### src/jspg_pkg.sv
// Shared constants, codes and types of the joystick step/direction generator.
`timescale 1ns / 1ps
`default_nettype none

package jspg_pkg;

    // Field widths
    localparam int SAMPLE_BITS   = 12;
    localparam int PERIOD_BITS   = 16;
    localparam int POSITION_BITS = 32;

    localparam int DEAD_BITS     = SAMPLE_BITS - 1;
    localparam int PROD_BITS     = SAMPLE_BITS + PERIOD_BITS;
    localparam int DIV_CNT_BITS  = $clog2(PERIOD_BITS + 1);
    localparam int CFG_DATA_BITS = (PERIOD_BITS > SAMPLE_BITS) ? PERIOD_BITS : SAMPLE_BITS;
    localparam int CFG_IDX_BITS  = 2;

    // Command queue between front and back
    localparam int QUEUE_DEPTH   = 2;
    localparam int QPTR_BITS     = (QUEUE_DEPTH > 1) ? $clog2(QUEUE_DEPTH) : 1;
    localparam int QCNT_BITS     = $clog2(QUEUE_DEPTH + 1);

    // Largest joystick reading
    localparam logic [SAMPLE_BITS-1:0] FULL_SCALE = {SAMPLE_BITS{1'b1}};

    // Register reset values
    localparam logic [SAMPLE_BITS-1:0] CENTER_RESET = SAMPLE_BITS'(1) << (SAMPLE_BITS - 1);
    localparam logic [DEAD_BITS-1:0]   DEAD_RESET   = DEAD_BITS'(100);
    localparam logic [PERIOD_BITS-1:0] MAX_RESET    = PERIOD_BITS'(1000);
    localparam logic [PERIOD_BITS-1:0] MIN_RESET    = PERIOD_BITS'(100);

    // Register indexes
    localparam logic [CFG_IDX_BITS-1:0] CFG_CENTER      = 2'd0;
    localparam logic [CFG_IDX_BITS-1:0] CFG_DEADBAND    = 2'd1;
    localparam logic [CFG_IDX_BITS-1:0] CFG_SLOW_PERIOD = 2'd2;
    localparam logic [CFG_IDX_BITS-1:0] CFG_FAST_PERIOD = 2'd3;

    // Operation codes
    localparam logic OP_SAMPLE = 1'b0;
    localparam logic OP_TICK   = 1'b1;

    // Per-axis action decided by the front
    typedef enum logic [1:0] {
        ACT_HALT = 2'd0,
        ACT_UP   = 2'd1,
        ACT_DOWN = 2'd2
    } act_e_t;

    typedef struct packed {
        act_e_t                 act;
        logic [PROD_BITS-1:0]   num;
        logic [SAMPLE_BITS-1:0] den;
    } axis_cmd_t;

    typedef struct packed {
        logic                 op;
        axis_cmd_t [1:0]      axis;
    } cmd_t;

    typedef struct packed {
        logic [SAMPLE_BITS-1:0] center;
        logic [DEAD_BITS-1:0]   deadband;
        logic [PERIOD_BITS-1:0] slow_period;
        logic [PERIOD_BITS-1:0] fast_period;
    } cfg_t;

    // Queue handshake between front, queue and back
    typedef struct packed {
        logic full;
        logic empty;
    } qstat_t;

endpackage

`default_nettype wire

### src/jspg_ifs.sv
// Channel interfaces: joystick/tick requests, results and configuration writes.
`timescale 1ns / 1ps
`default_nettype none

interface jspg_req_if;
    logic                               valid;
    logic                               ready;
    logic                               operation;
    logic [jspg_pkg::SAMPLE_BITS-1:0]   joy_axis1;
    logic [jspg_pkg::SAMPLE_BITS-1:0]   joy_axis2;
    logic                               limit_up_axis1;
    logic                               limit_down_axis1;
    logic                               limit_up_axis2;
    logic                               limit_down_axis2;

    modport source (
        output valid, operation, joy_axis1, joy_axis2,
               limit_up_axis1, limit_down_axis1, limit_up_axis2, limit_down_axis2,
        input  ready
    );
    modport sink (
        input  valid, operation, joy_axis1, joy_axis2,
               limit_up_axis1, limit_down_axis1, limit_up_axis2, limit_down_axis2,
        output ready
    );
endinterface

interface jspg_rsp_if;
    logic                                      valid;
    logic                                      ready;
    logic                                      step_axis1;
    logic                                      dir_axis1;
    logic                                      run_axis1;
    logic signed [jspg_pkg::POSITION_BITS-1:0] position_axis1;
    logic                                      step_axis2;
    logic                                      dir_axis2;
    logic                                      run_axis2;
    logic signed [jspg_pkg::POSITION_BITS-1:0] position_axis2;
    logic [jspg_pkg::PERIOD_BITS-1:0]          period_axis1;
    logic [jspg_pkg::PERIOD_BITS-1:0]          period_axis2;

    modport source (
        output valid, step_axis1, dir_axis1, run_axis1, position_axis1,
               step_axis2, dir_axis2, run_axis2, position_axis2,
               period_axis1, period_axis2,
        input  ready
    );
    modport sink (
        input  valid, step_axis1, dir_axis1, run_axis1, position_axis1,
               step_axis2, dir_axis2, run_axis2, position_axis2,
               period_axis1, period_axis2,
        output ready
    );
endinterface

interface jspg_cfg_if;
    logic                                 valid;
    logic                                 ready;
    logic [jspg_pkg::CFG_IDX_BITS-1:0]    index;
    logic [jspg_pkg::CFG_DATA_BITS-1:0]   data;

    modport source (output valid, index, data, input ready);
    modport sink   (input valid, index, data, output ready);
endinterface

`default_nettype wire

### src/jspg_front.sv
// Front end: accepts request beats, classifies each axis and forms the divide operands.
`timescale 1ns / 1ps
`default_nettype none

module jspg_front (
    jspg_req_if.sink            req,
    input  jspg_pkg::cfg_t      cfg,
    input  jspg_pkg::qstat_t    qstat,
    output logic                push,
    output jspg_pkg::cmd_t      cmd
);

    logic [jspg_pkg::SAMPLE_BITS:0]   hi;
    logic                             lo_pos;
    logic [jspg_pkg::SAMPLE_BITS-1:0] lo;
    logic [jspg_pkg::PERIOD_BITS-1:0] span;
    logic [jspg_pkg::SAMPLE_BITS-1:0] joy   [2];
    logic                             lim_up [2];
    logic                             lim_dn [2];
    logic [jspg_pkg::SAMPLE_BITS-1:0] diff  [2];

    // Take a beat whenever the queue has room
    assign req.ready = ~qstat.full;
    assign push      = req.valid & ~qstat.full;

    assign joy[0]    = req.joy_axis1;
    assign joy[1]    = req.joy_axis2;
    assign lim_up[0] = req.limit_up_axis1;
    assign lim_up[1] = req.limit_up_axis2;
    assign lim_dn[0] = req.limit_down_axis1;
    assign lim_dn[1] = req.limit_down_axis2;

    // Band edges and period span from the registers
    always_comb
    begin
        hi     = {1'b0, cfg.center} + {2'b00, cfg.deadband};
        lo_pos = cfg.center > {1'b0, cfg.deadband};
        lo     = cfg.center - {1'b0, cfg.deadband};
        span   = (cfg.slow_period >= cfg.fast_period) ?
                 (cfg.slow_period - cfg.fast_period) : '0;
    end

    // Classify each axis and build numerator and divisor
    always_comb
    begin
        cmd.op = req.operation;
        for (int a = 0; a < 2; a++)
        begin
            if ({1'b0, joy[a]} > hi)
            begin
                cmd.axis[a].act = lim_up[a] ? jspg_pkg::ACT_HALT : jspg_pkg::ACT_UP;
                diff[a]         = joy[a] - hi[jspg_pkg::SAMPLE_BITS-1:0];
                cmd.axis[a].den = jspg_pkg::FULL_SCALE - hi[jspg_pkg::SAMPLE_BITS-1:0];
            end
            else if (lo_pos && (joy[a] < lo))
            begin
                cmd.axis[a].act = lim_dn[a] ? jspg_pkg::ACT_HALT : jspg_pkg::ACT_DOWN;
                diff[a]         = lo - joy[a];
                cmd.axis[a].den = lo;
            end
            else
            begin
                cmd.axis[a].act = jspg_pkg::ACT_HALT;
                diff[a]         = '0;
                cmd.axis[a].den = '0;
            end
            cmd.axis[a].num = jspg_pkg::PROD_BITS'(diff[a]) * jspg_pkg::PROD_BITS'(span);
        end
    end

endmodule

`default_nettype wire

### src/jspg_queue.sv
// Short command queue that decouples the front end from the back end.
`timescale 1ns / 1ps
`default_nettype none

module jspg_queue (
    input  logic                clk,
    input  logic                rst_n,
    input  logic                push,
    input  jspg_pkg::cmd_t      wr_data,
    input  logic                pop,
    output jspg_pkg::cmd_t      rd_data,
    output jspg_pkg::qstat_t    qstat
);

    jspg_pkg::cmd_t                  entry_reg [jspg_pkg::QUEUE_DEPTH];
    logic [jspg_pkg::QPTR_BITS-1:0]  wr_ptr_reg, wr_ptr_next;
    logic [jspg_pkg::QPTR_BITS-1:0]  rd_ptr_reg, rd_ptr_next;
    logic [jspg_pkg::QCNT_BITS-1:0]  count_reg, count_next;
    logic                            do_push;
    logic                            do_pop;

    assign qstat.full  = (count_reg == jspg_pkg::QCNT_BITS'(jspg_pkg::QUEUE_DEPTH));
    assign qstat.empty = (count_reg == '0);
    assign do_push     = push & ~qstat.full;
    assign do_pop      = pop & ~qstat.empty;
    assign rd_data     = entry_reg[rd_ptr_reg];

    // Advance pointers with wrap at the queue depth
    always_comb
    begin
        wr_ptr_next = wr_ptr_reg;
        rd_ptr_next = rd_ptr_reg;
        count_next  = count_reg;
        if (do_push)
        begin
            wr_ptr_next = (wr_ptr_reg == jspg_pkg::QPTR_BITS'(jspg_pkg::QUEUE_DEPTH - 1)) ?
                          '0 : wr_ptr_reg + 1'b1;
        end
        if (do_pop)
        begin
            rd_ptr_next = (rd_ptr_reg == jspg_pkg::QPTR_BITS'(jspg_pkg::QUEUE_DEPTH - 1)) ?
                          '0 : rd_ptr_reg + 1'b1;
        end
        case ({do_push, do_pop})
            2'b10:   count_next = count_reg + 1'b1;
            2'b01:   count_next = count_reg - 1'b1;
            default: count_next = count_reg;
        endcase
    end

    always_ff @(posedge clk or negedge rst_n)
    begin
        if (!rst_n)
        begin
            wr_ptr_reg <= '0;
            rd_ptr_reg <= '0;
            count_reg  <= '0;
        end
        else
        begin
            wr_ptr_reg <= wr_ptr_next;
            rd_ptr_reg <= rd_ptr_next;
            count_reg  <= count_next;
        end
    end

    // Store the pushed command
    always_ff @(posedge clk)
    begin
        if (do_push)
        begin
            entry_reg[wr_ptr_reg] <= wr_data;
        end
    end

endmodule

`default_nettype wire

### src/jspg_divider.sv
// Restoring divider, one quotient bit per cycle, for the period scaling.
`timescale 1ns / 1ps
`default_nettype none

module jspg_divider (
    input  logic                                clk,
    input  logic                                rst_n,
    input  logic                                start,
    input  logic [jspg_pkg::PROD_BITS-1:0]      num,
    input  logic [jspg_pkg::SAMPLE_BITS-1:0]    den,
    output logic                                busy,
    output logic [jspg_pkg::PERIOD_BITS-1:0]    quo
);

    logic [jspg_pkg::SAMPLE_BITS-1:0]   rem_reg, rem_next;
    logic [jspg_pkg::PERIOD_BITS-1:0]   quo_reg, quo_next;
    logic [jspg_pkg::SAMPLE_BITS-1:0]   den_reg, den_next;
    logic [jspg_pkg::DIV_CNT_BITS-1:0]  cnt_reg, cnt_next;
    logic                               busy_reg, busy_next;
    logic [jspg_pkg::SAMPLE_BITS:0]     trial;
    logic [jspg_pkg::SAMPLE_BITS:0]     diff;
    logic                               ge;

    assign busy = busy_reg;
    assign quo  = quo_reg;

    // One shift-subtract step; the quotient fits the period width
    always_comb
    begin
        trial     = {rem_reg, quo_reg[jspg_pkg::PERIOD_BITS-1]};
        diff      = trial - {1'b0, den_reg};
        ge        = (trial >= {1'b0, den_reg});
        rem_next  = rem_reg;
        quo_next  = quo_reg;
        den_next  = den_reg;
        cnt_next  = cnt_reg;
        busy_next = busy_reg;
        if (start)
        begin
            rem_next  = num[jspg_pkg::PROD_BITS-1:jspg_pkg::PERIOD_BITS];
            quo_next  = num[jspg_pkg::PERIOD_BITS-1:0];
            den_next  = den;
            cnt_next  = '0;
            busy_next = 1'b1;
        end
        else if (busy_reg)
        begin
            rem_next = ge ? diff[jspg_pkg::SAMPLE_BITS-1:0] : trial[jspg_pkg::SAMPLE_BITS-1:0];
            quo_next = {quo_reg[jspg_pkg::PERIOD_BITS-2:0], ge};
            cnt_next = cnt_reg + 1'b1;
            if (cnt_reg == jspg_pkg::DIV_CNT_BITS'(jspg_pkg::PERIOD_BITS - 1))
            begin
                busy_next = 1'b0;
            end
        end
    end

    always_ff @(posedge clk or negedge rst_n)
    begin
        if (!rst_n)
        begin
            busy_reg <= 1'b0;
            cnt_reg  <= '0;
        end
        else
        begin
            busy_reg <= busy_next;
            cnt_reg  <= cnt_next;
        end
    end

    always_ff @(posedge clk)
    begin
        rem_reg <= rem_next;
        quo_reg <= quo_next;
        den_reg <= den_next;
    end

endmodule

`default_nettype wire

### src/jspg_back.sv
// Back end: runs tick and sample commands on the axis state and holds the result beat.
`timescale 1ns / 1ps
`default_nettype none

module jspg_back (
    input  logic                clk,
    input  logic                rst_n,
    input  jspg_pkg::cfg_t      cfg,
    input  jspg_pkg::qstat_t    qstat,
    input  jspg_pkg::cmd_t      head,
    output logic                pop,
    jspg_rsp_if.source          rsp
);

    typedef enum logic [2:0] {
        ST_IDLE = 3'b001,
        ST_DIV  = 3'b010,
        ST_PUB  = 3'b100
    } state_t;

    state_t                                 state_reg, state_next;
    jspg_pkg::cmd_t                         cur_reg, cur_next;

    logic [jspg_pkg::PERIOD_BITS-1:0]       tick_reg   [2];
    logic [jspg_pkg::PERIOD_BITS-1:0]       tick_next  [2];
    logic [jspg_pkg::PERIOD_BITS-1:0]       reload_reg [2];
    logic [jspg_pkg::PERIOD_BITS-1:0]       reload_next[2];
    logic                                   step_reg   [2];
    logic                                   step_next  [2];
    logic                                   dir_reg    [2];
    logic                                   dir_next   [2];
    logic                                   run_reg    [2];
    logic                                   run_next   [2];
    logic [jspg_pkg::POSITION_BITS-1:0]     pos_reg    [2];
    logic [jspg_pkg::POSITION_BITS-1:0]     pos_next   [2];

    logic                                   out_valid_reg, out_valid_next;
    logic                                   load_out;
    logic                                   o_step_reg [2];
    logic                                   o_dir_reg  [2];
    logic                                   o_run_reg  [2];
    logic [jspg_pkg::POSITION_BITS-1:0]     o_pos_reg  [2];
    logic [jspg_pkg::PERIOD_BITS-1:0]       o_per_reg  [2];

    logic                                   div_start;
    logic                                   div_busy [2];
    logic [jspg_pkg::PERIOD_BITS-1:0]       div_quo  [2];

    // One divider per axis, both started together
    for (genvar g = 0; g < 2; g++)
    begin : g_div
        jspg_divider u_div (
            .clk   (clk),
            .rst_n (rst_n),
            .start (div_start),
            .num   (head.axis[g].num),
            .den   (head.axis[g].den),
            .busy  (div_busy[g]),
            .quo   (div_quo[g])
        );
    end

    // Sequence commands and update axis state
    always_comb
    begin
        state_next     = state_reg;
        cur_next       = cur_reg;
        pop            = 1'b0;
        div_start      = 1'b0;
        load_out       = 1'b0;
        out_valid_next = out_valid_reg & ~rsp.ready;
        for (int a = 0; a < 2; a++)
        begin
            tick_next[a]   = tick_reg[a];
            reload_next[a] = reload_reg[a];
            step_next[a]   = step_reg[a];
            dir_next[a]    = dir_reg[a];
            run_next[a]    = run_reg[a];
            pos_next[a]    = pos_reg[a];
        end
        case (state_reg)
            ST_IDLE:
            begin
                if (!qstat.empty)
                begin
                    pop      = 1'b1;
                    cur_next = head;
                    if (head.op == jspg_pkg::OP_TICK)
                    begin
                        // Advance running axes, toggle step when count reaches the period
                        for (int a = 0; a < 2; a++)
                        begin
                            if (run_reg[a])
                            begin
                                if (tick_reg[a] >= reload_reg[a])
                                begin
                                    tick_next[a] = '0;
                                    step_next[a] = ~step_reg[a];
                                    if (!step_reg[a])
                                    begin
                                        pos_next[a] = dir_reg[a] ?
                                            pos_reg[a] + jspg_pkg::POSITION_BITS'(1) :
                                            pos_reg[a] - jspg_pkg::POSITION_BITS'(1);
                                    end
                                end
                                else
                                begin
                                    tick_next[a] = tick_reg[a] + 1'b1;
                                end
                            end
                        end
                        state_next = ST_PUB;
                    end
                    else
                    begin
                        div_start  = 1'b1;
                        state_next = ST_DIV;
                    end
                end
            end
            ST_DIV:
            begin
                if (!div_busy[0] && !div_busy[1])
                begin
                    // Apply the sample: halt, or run with the scaled period
                    for (int a = 0; a < 2; a++)
                    begin
                        case (cur_reg.axis[a].act)
                            jspg_pkg::ACT_HALT:
                            begin
                                run_next[a]  = 1'b0;
                                step_next[a] = 1'b0;
                            end
                            jspg_pkg::ACT_UP,
                            jspg_pkg::ACT_DOWN:
                            begin
                                dir_next[a]    = (cur_reg.axis[a].act == jspg_pkg::ACT_UP);
                                run_next[a]    = 1'b1;
                                reload_next[a] = cfg.slow_period - div_quo[a];
                                tick_next[a]   = '0;
                            end
                            default:
                            begin
                                run_next[a] = run_reg[a];
                            end
                        endcase
                    end
                    state_next = ST_PUB;
                end
            end
            ST_PUB:
            begin
                if (!out_valid_reg || rsp.ready)
                begin
                    load_out       = 1'b1;
                    out_valid_next = 1'b1;
                    state_next     = ST_IDLE;
                end
            end
            default:
            begin
                state_next = ST_IDLE;
            end
        endcase
    end

    always_ff @(posedge clk or negedge rst_n)
    begin
        if (!rst_n)
        begin
            state_reg     <= ST_IDLE;
            out_valid_reg <= 1'b0;
            for (int a = 0; a < 2; a++)
            begin
                tick_reg[a]   <= '0;
                reload_reg[a] <= '0;
                step_reg[a]   <= 1'b0;
                dir_reg[a]    <= 1'b0;
                run_reg[a]    <= 1'b0;
                pos_reg[a]    <= '0;
            end
        end
        else
        begin
            state_reg     <= state_next;
            out_valid_reg <= out_valid_next;
            for (int a = 0; a < 2; a++)
            begin
                tick_reg[a]   <= tick_next[a];
                reload_reg[a] <= reload_next[a];
                step_reg[a]   <= step_next[a];
                dir_reg[a]    <= dir_next[a];
                run_reg[a]    <= run_next[a];
                pos_reg[a]    <= pos_next[a];
            end
        end
    end

    // Hold the current command and the result beat
    always_ff @(posedge clk)
    begin
        cur_reg <= cur_next;
        if (load_out)
        begin
            for (int a = 0; a < 2; a++)
            begin
                o_step_reg[a] <= step_reg[a];
                o_dir_reg[a]  <= dir_reg[a];
                o_run_reg[a]  <= run_reg[a];
                o_pos_reg[a]  <= pos_reg[a];
                o_per_reg[a]  <= reload_reg[a];
            end
        end
    end

    assign rsp.valid          = out_valid_reg;
    assign rsp.step_axis1     = o_step_reg[0];
    assign rsp.dir_axis1      = o_dir_reg[0];
    assign rsp.run_axis1      = o_run_reg[0];
    assign rsp.position_axis1 = o_pos_reg[0];
    assign rsp.step_axis2     = o_step_reg[1];
    assign rsp.dir_axis2      = o_dir_reg[1];
    assign rsp.run_axis2      = o_run_reg[1];
    assign rsp.position_axis2 = o_pos_reg[1];
    assign rsp.period_axis1   = o_per_reg[0];
    assign rsp.period_axis2   = o_per_reg[1];

`ifndef SYNTHESIS
    // A stopped axis always has its step low
    a_step_run0: assert property (@(posedge clk) disable iff (!rst_n)
        step_reg[0] |-> run_reg[0]) else $error("axis 1 step high while stopped");
    a_step_run1: assert property (@(posedge clk) disable iff (!rst_n)
        step_reg[1] |-> run_reg[1]) else $error("axis 2 step high while stopped");
    // The tick counter never runs past the reload period
    a_tick_le0: assert property (@(posedge clk) disable iff (!rst_n)
        tick_reg[0] <= reload_reg[0]) else $error("axis 1 counter past period");
    a_tick_le1: assert property (@(posedge clk) disable iff (!rst_n)
        tick_reg[1] <= reload_reg[1]) else $error("axis 2 counter past period");
    // Both dividers run in lockstep
    a_div_sync: assert property (@(posedge clk) disable iff (!rst_n)
        div_busy[0] == div_busy[1]) else $error("dividers out of step");
`endif

endmodule

`default_nettype wire

### src/joystick_stepper_pulse_generator_top.sv
// A tick beat goes from the command queue through the back end's idle and publish states
// into the result register on rsp; a sample beat also waits in the divide state for the
// sixteen-step divide of the reload period (one bit per cycle). The publish state waits
// while rsp holds a result; a two-entry command queue lets req take beats in the meantime.
// Reset (rst_n low, asynchronous): axes stopped, all counters, periods and positions zero,
// registers at their default values; no clearing pass.
`timescale 1ns / 1ps
`default_nettype none

module joystick_stepper_pulse_generator_top (
    input  wire logic   clk,
    input  wire logic   rst_n,
    jspg_req_if.sink    req,
    jspg_rsp_if.source  rsp,
    jspg_cfg_if.sink    cfg
);

    jspg_pkg::cfg_t     cfg_reg, cfg_next;
    jspg_pkg::cmd_t     push_cmd;
    jspg_pkg::cmd_t     head_cmd;
    jspg_pkg::qstat_t   qstat;
    logic               push;
    logic               pop;

    assign cfg.ready = 1'b1;

    // Decode register writes
    always_comb
    begin
        cfg_next = cfg_reg;
        if (cfg.valid)
        begin
            case (cfg.index)
                jspg_pkg::CFG_CENTER:
                    cfg_next.center      = cfg.data[jspg_pkg::SAMPLE_BITS-1:0];
                jspg_pkg::CFG_DEADBAND:
                    cfg_next.deadband    = cfg.data[jspg_pkg::DEAD_BITS-1:0];
                jspg_pkg::CFG_SLOW_PERIOD:
                    cfg_next.slow_period = cfg.data[jspg_pkg::PERIOD_BITS-1:0];
                jspg_pkg::CFG_FAST_PERIOD:
                    cfg_next.fast_period = cfg.data[jspg_pkg::PERIOD_BITS-1:0];
                default:
                    cfg_next = cfg_reg;
            endcase
        end
    end

    always_ff @(posedge clk or negedge rst_n)
    begin
        if (!rst_n)
        begin
            cfg_reg.center      <= jspg_pkg::CENTER_RESET;
            cfg_reg.deadband    <= jspg_pkg::DEAD_RESET;
            cfg_reg.slow_period <= jspg_pkg::MAX_RESET;
            cfg_reg.fast_period <= jspg_pkg::MIN_RESET;
        end
        else
        begin
            cfg_reg <= cfg_next;
        end
    end

    jspg_front u_front (
        .req   (req),
        .cfg   (cfg_reg),
        .qstat (qstat),
        .push  (push),
        .cmd   (push_cmd)
    );

    jspg_queue u_queue (
        .clk     (clk),
        .rst_n   (rst_n),
        .push    (push),
        .wr_data (push_cmd),
        .pop     (pop),
        .rd_data (head_cmd),
        .qstat   (qstat)
    );

    jspg_back u_back (
        .clk   (clk),
        .rst_n (rst_n),
        .cfg   (cfg_reg),
        .qstat (qstat),
        .head  (head_cmd),
        .pop   (pop),
        .rsp   (rsp)
    );

endmodule

`default_nettype wire
### src/flat_wrapper.sv
// flat-port wrapper written by rule: the top's interface ports become plain ports
module joystick_stepper_pulse_generator_top_flat 
  (clk, rst_n, req_valid, req_operation, req_joy_axis1, req_joy_axis2, req_limit_up_axis1, req_limit_down_axis1, req_limit_up_axis2, req_limit_down_axis2, req_ready, rsp_valid, rsp_step_axis1, rsp_dir_axis1, rsp_run_axis1, rsp_position_axis1, rsp_step_axis2, rsp_dir_axis2, rsp_run_axis2, rsp_position_axis2, rsp_period_axis1, rsp_period_axis2, rsp_ready, cfg_valid, cfg_index, cfg_data, cfg_ready);
  jspg_req_if req_i ();
  jspg_rsp_if rsp_i ();
  jspg_cfg_if cfg_i ();
  input  wire logic clk;
  input  wire logic rst_n;
  input wire logic [$bits(req_i.valid)-1:0] req_valid;
  input wire logic [$bits(req_i.operation)-1:0] req_operation;
  input wire logic [$bits(req_i.joy_axis1)-1:0] req_joy_axis1;
  input wire logic [$bits(req_i.joy_axis2)-1:0] req_joy_axis2;
  input wire logic [$bits(req_i.limit_up_axis1)-1:0] req_limit_up_axis1;
  input wire logic [$bits(req_i.limit_down_axis1)-1:0] req_limit_down_axis1;
  input wire logic [$bits(req_i.limit_up_axis2)-1:0] req_limit_up_axis2;
  input wire logic [$bits(req_i.limit_down_axis2)-1:0] req_limit_down_axis2;
  output wire logic [$bits(req_i.ready)-1:0] req_ready;
  output wire logic [$bits(rsp_i.valid)-1:0] rsp_valid;
  output wire logic [$bits(rsp_i.step_axis1)-1:0] rsp_step_axis1;
  output wire logic [$bits(rsp_i.dir_axis1)-1:0] rsp_dir_axis1;
  output wire logic [$bits(rsp_i.run_axis1)-1:0] rsp_run_axis1;
  output wire logic [$bits(rsp_i.position_axis1)-1:0] rsp_position_axis1;
  output wire logic [$bits(rsp_i.step_axis2)-1:0] rsp_step_axis2;
  output wire logic [$bits(rsp_i.dir_axis2)-1:0] rsp_dir_axis2;
  output wire logic [$bits(rsp_i.run_axis2)-1:0] rsp_run_axis2;
  output wire logic [$bits(rsp_i.position_axis2)-1:0] rsp_position_axis2;
  output wire logic [$bits(rsp_i.period_axis1)-1:0] rsp_period_axis1;
  output wire logic [$bits(rsp_i.period_axis2)-1:0] rsp_period_axis2;
  input wire logic [$bits(rsp_i.ready)-1:0] rsp_ready;
  input wire logic [$bits(cfg_i.valid)-1:0] cfg_valid;
  input wire logic [$bits(cfg_i.index)-1:0] cfg_index;
  input wire logic [$bits(cfg_i.data)-1:0] cfg_data;
  output wire logic [$bits(cfg_i.ready)-1:0] cfg_ready;
  assign req_i.valid = req_valid;
  assign req_i.operation = req_operation;
  assign req_i.joy_axis1 = req_joy_axis1;
  assign req_i.joy_axis2 = req_joy_axis2;
  assign req_i.limit_up_axis1 = req_limit_up_axis1;
  assign req_i.limit_down_axis1 = req_limit_down_axis1;
  assign req_i.limit_up_axis2 = req_limit_up_axis2;
  assign req_i.limit_down_axis2 = req_limit_down_axis2;
  assign req_ready = req_i.ready;
  assign rsp_valid = rsp_i.valid;
  assign rsp_step_axis1 = rsp_i.step_axis1;
  assign rsp_dir_axis1 = rsp_i.dir_axis1;
  assign rsp_run_axis1 = rsp_i.run_axis1;
  assign rsp_position_axis1 = rsp_i.position_axis1;
  assign rsp_step_axis2 = rsp_i.step_axis2;
  assign rsp_dir_axis2 = rsp_i.dir_axis2;
  assign rsp_run_axis2 = rsp_i.run_axis2;
  assign rsp_position_axis2 = rsp_i.position_axis2;
  assign rsp_period_axis1 = rsp_i.period_axis1;
  assign rsp_period_axis2 = rsp_i.period_axis2;
  assign rsp_i.ready = rsp_ready;
  assign cfg_i.valid = cfg_valid;
  assign cfg_i.index = cfg_index;
  assign cfg_i.data = cfg_data;
  assign cfg_ready = cfg_i.ready;
  joystick_stepper_pulse_generator_top u_core (.clk(clk), .rst_n(rst_n), .req(req_i), .rsp(rsp_i), .cfg(cfg_i));
endmodule
### config.mk
export PLATFORM = sky130hd
export DESIGN_NAME = joystick_stepper_pulse_generator_top_flat
export DESIGN_NICKNAME = d
export VERILOG_FILES = /design/src/jspg_pkg.sv /design/src/jspg_ifs.sv /design/src/jspg_front.sv /design/src/jspg_queue.sv /design/src/jspg_divider.sv /design/src/jspg_back.sv /design/src/joystick_stepper_pulse_generator_top.sv /design/src/flat_wrapper.sv
export SDC_FILE = /design/constraint.sdc
export NUM_CORES = 2
export LEC_CHECK = 0
export BUFFER_PORTS_ARGS = -buffer_cell sky130_fd_sc_hd__buf_2
export CAP_MARGIN = 10
export CORE_MARGIN = 3
export CORE_UTILIZATION = 59
export CTS_BUF_LIST = sky130_fd_sc_hd__clkbuf_8
export CTS_CLUSTER_DIAMETER = 50
export DETAILED_ROUTE_END_ITERATION = 8
export PLACE_DENSITY = 0.79
export SLEW_MARGIN = 20
export SYNTH_ARGS = -nofsm -noshare
export SYNTH_HDL_FRONTEND = slang
export SYNTH_SLANG_ARGS = --single-unit
### constraint.sdc
create_clock -name clk -period 9.3 [get_ports clk]
set_input_delay 1.395 -clock clk [delete_from_list [all_inputs] [get_ports clk]]
set_output_delay 1.395 -clock clk [all_outputs]
set_load 0.05 [all_outputs]
==> flow_metrics.env <==
export IMPL_clock_skew_final_ps=43.98
export IMPL_critPathBufInv=9
export IMPL_start_util=0.5973
export IMPL_crit_family="adder cells"
export IMPL_track_usage=0.2853
export IMPL_synthArstFlopShare=0.3699
export IMPL_wirelength_mm=111.3
export IMPL_syn_instance_count=4300
export IMPL_cts_buffers_inserted=85
export IMPL_die_h_um=278.2
export IMPL_status="complete, no violations"
export IMPL_first_iter_violations=2557
export IMPL_firstDrtPassIters=6
export IMPL_cts_max_path_buffers=3
export IMPL_rows=99
export IMPL_h_tree_depth=3
export IMPL_antenna_found_initial=6
export IMPL_die_area_um2=77420
export IMPL_root_buffer="clkbuf_8"
export IMPL_dp_cells=5477
export IMPL_cts_hold_fix_buffers=0
export IMPL_grt_max_degree=108
export IMPL_ys_flop_type="edfxtp_1"
export IMPL_cp_required_ps=9760
export IMPL_grt_overflow=0
export IMPL_cts_tree="built"
export IMPL_port_buffers=155
export IMPL_grt_pass1_vias=32700
export IMPL_startpoint_type="register"
export IMPL_area_growth_pct=13.02
export IMPL_nNetsFinal=5357
export IMPL_largest_reg_flops=170
export IMPL_fin_cells=5667
export IMPL_path_max_fanout=8
export IMPL_cts_clk_slew_worst_paths_ps=70
export IMPL_ioPinCount=157
export IMPL_tightest_slew_ps=1093
export IMPL_antenna_left=0
export IMPL_yosys_register_bits=565
export IMPL_slew_headroom=0.2716
export IMPL_cap_violations=0
export IMPL_cts_sinks=565
export IMPL_core_um2=73210
export IMPL_avgViaCountPerCell=5.791
export IMPL_drive_above_1_share=0.1634
export IMPL_setup_viol=0
export IMPL_max_freq_ghz=0.1102
export IMPL_crit_type="register to register"
export IMPL_ys_warnings_count=0
export IMPL_rsz0062_at_grt="yes"
export IMPL_synth_net_count=5022
export IMPL_hpwl_mm=85.66
export IMPL_die_w_um=278.2
export IMPL_slew_viol_final=0
export IMPL_cpPeakStageDelay_ps=570
export IMPL_clk_latency_ps=680
export IMPL_synth_area_per_cell_um2=10.17
export IMPL_grt_pass1_wl_mm=174.9
export IMPL_crit_top_cell="a21o_1"
export IMPL_hold_viol=0
export IMPL_drc=0
export IMPL_dpl_worst_slack_ps=-118.9
export IMPL_fin_crit_ps=9072
export IMPL_nFillCells=5478
export IMPL_wl_per_cell_um=19.65
export IMPL_synth_distinct_cells=93
export IMPL_cp_arrival_ps=9530
export IMPL_post_synth_instance_area_um2=43730
export IMPL_min_path_type="register to register"
export IMPL_critPathCaptureType="register"
export IMPL_fin_crit_sh=0.9755
export IMPL_vias=32820
export IMPL_setup_ws_ps=228.1
export IMPL_crit_slowest_cell="fa_1"
export IMPL_seq_area_frac_synth=0.3645
export IMPL_gp_congestion=0.9934
export IMPL_synth_edf_count=356
-- repair_timing --
item                                    CTS  global route
pin swaps                                 0            84
gates resized for setup                   5           157
setup buffers                             0            27
endpoints found under the setup margin    6            60
cloned                                    0             3
-- worst register-to-register path: cells and delay by family (launching register included) --
kind                     cells  cell delay, ps
buffers and inverters        9            1020
AND/OR/NAND/NOR              7             680
AO/OA/AOI/OAI               15            2660
adder cells (fa/ha/maj)      9            3610
flip-flops                   1             390
XOR/XNOR                     2             510
-- through the flow --
step                      utilization  TNS, ps  hold WS [ps]  area [um^2]
after CTS                      0.6615        0         448.5        48420
after global routing           0.6751    -1336         457.7        49420
final                          0.6751        0         446.2        49420
after global placement         0.6376        0         428.0        46670
after floorplan                     -        0         424.9        43730
after detailed placement       0.6376   -263.2         437.1        46670
-- final timing paths --
check / startpoint / to / slack [ps] / cells after the start
max in group asynchronous: rst_n / u_core.u_queue.rd_ptr_reg$_DFFE_PN0P_ / 7210 / 2
min: u_core.u_back.reload_reg[20]$_DFFE_PN0P_ / u_core.u_back.o_per_reg[0][4]$_DFFE_PP_ / 450 / 0
min in group asynchronous: rst_n / u_core.u_back.pos_reg[37]$_DFFE_PN0P_ / 740 / 1
min reg2reg: u_core.u_back.reload_reg[20]$_DFFE_PN0P_ / u_core.u_back.o_per_reg[0][4]$_DFFE_PP_ / 450 / 0
max reg2reg: u_core.cfg_reg[32]$_DFFE_PN0P_ / u_core.u_queue.entry_reg[0][38]$_DFFE_PP_ / 230 / 42
max: u_core.cfg_reg[32]$_DFFE_PN0P_ / u_core.u_queue.entry_reg[0][38]$_DFFE_PP_ / 230 / 42
-- cells by family (layout without fill, tap and decap cells) --
family	after synthesis	in the layout	share of synthesized area
AO/OA/AOI/OAI	828	828	0.1244
XOR/XNOR	203	203	0.04066
adder cells (fa/ha/maj)	670	670	0.2420
buffers and inverters	702	1108	0.06298
flip-flops	565	565	0.3645
multiplexers	153	153	0.03765
other	1	3	0.00008575
AND/OR/NAND/NOR	1178	1178	0.1277
-- layout by cell type, fill, tap and decap left out, types with 122 or more instances in the layout --
cell / synthesis / routed
inv_1: 563 / 587
nand2_1: 360 / 357
ha_1: 377 / 356
edfxtp_1: 356 / 356
nor2_1: 336 / 320
fa_1: 293 / 286
buf_4: 7 / 210
o21ai_0: 204 / 198
dfrtp_1: 195 / 194
a21oi_1: 193 / 179
buf_2: 49 / 156
xnor2_1: 126 / 122
-- final cells by class --
type	instances	area, um^2	share of cell area
diodes	2	5.005	0.0001013
repair buffers	386	2634	0.05329
flip-flops and latches	565	15940	0.3225
well taps	959	1200	0.02428
multi-input cells	3033	25790	0.5218
inverters	564	2118	0.04286
clock buffers	91	1252	0.02534
clock inverters	67	484.2	0.009797
-- Yosys cell counts, types with 77 or more instances --
cell | instances | area (um^2)
inv_1 | 563 | 2113
ha_1 | 377 | 4717
nand2_1 | 360 | 1351
edfxtp_1 | 356 | 10690
nor2_1 | 336 | 1261
fa_1 | 293 | 5866
o21ai_0 | 204 | 1021
dfrtp_1 | 195 | 4880
a21oi_1 | 193 | 965.9
xnor2_1 | 126 | 1104
a21o_1 | 110 | 825.8
mux2_2 | 89 | 1002
nand2b_1 | 79 | 494.2
xor2_1 | 77 | 674.4
-- metal layers --
layer	GRT usage	part of all wire
met2	0.4717	0.47
met4	0.1197	0.041
met1	0.3791	0.41
met5	0	0.00037
met3	0.04278	0.070
Power is left out: the tool's default activity adds up to more than one toggle a clock period on the data nets, which glitch-free logic cannot reach.
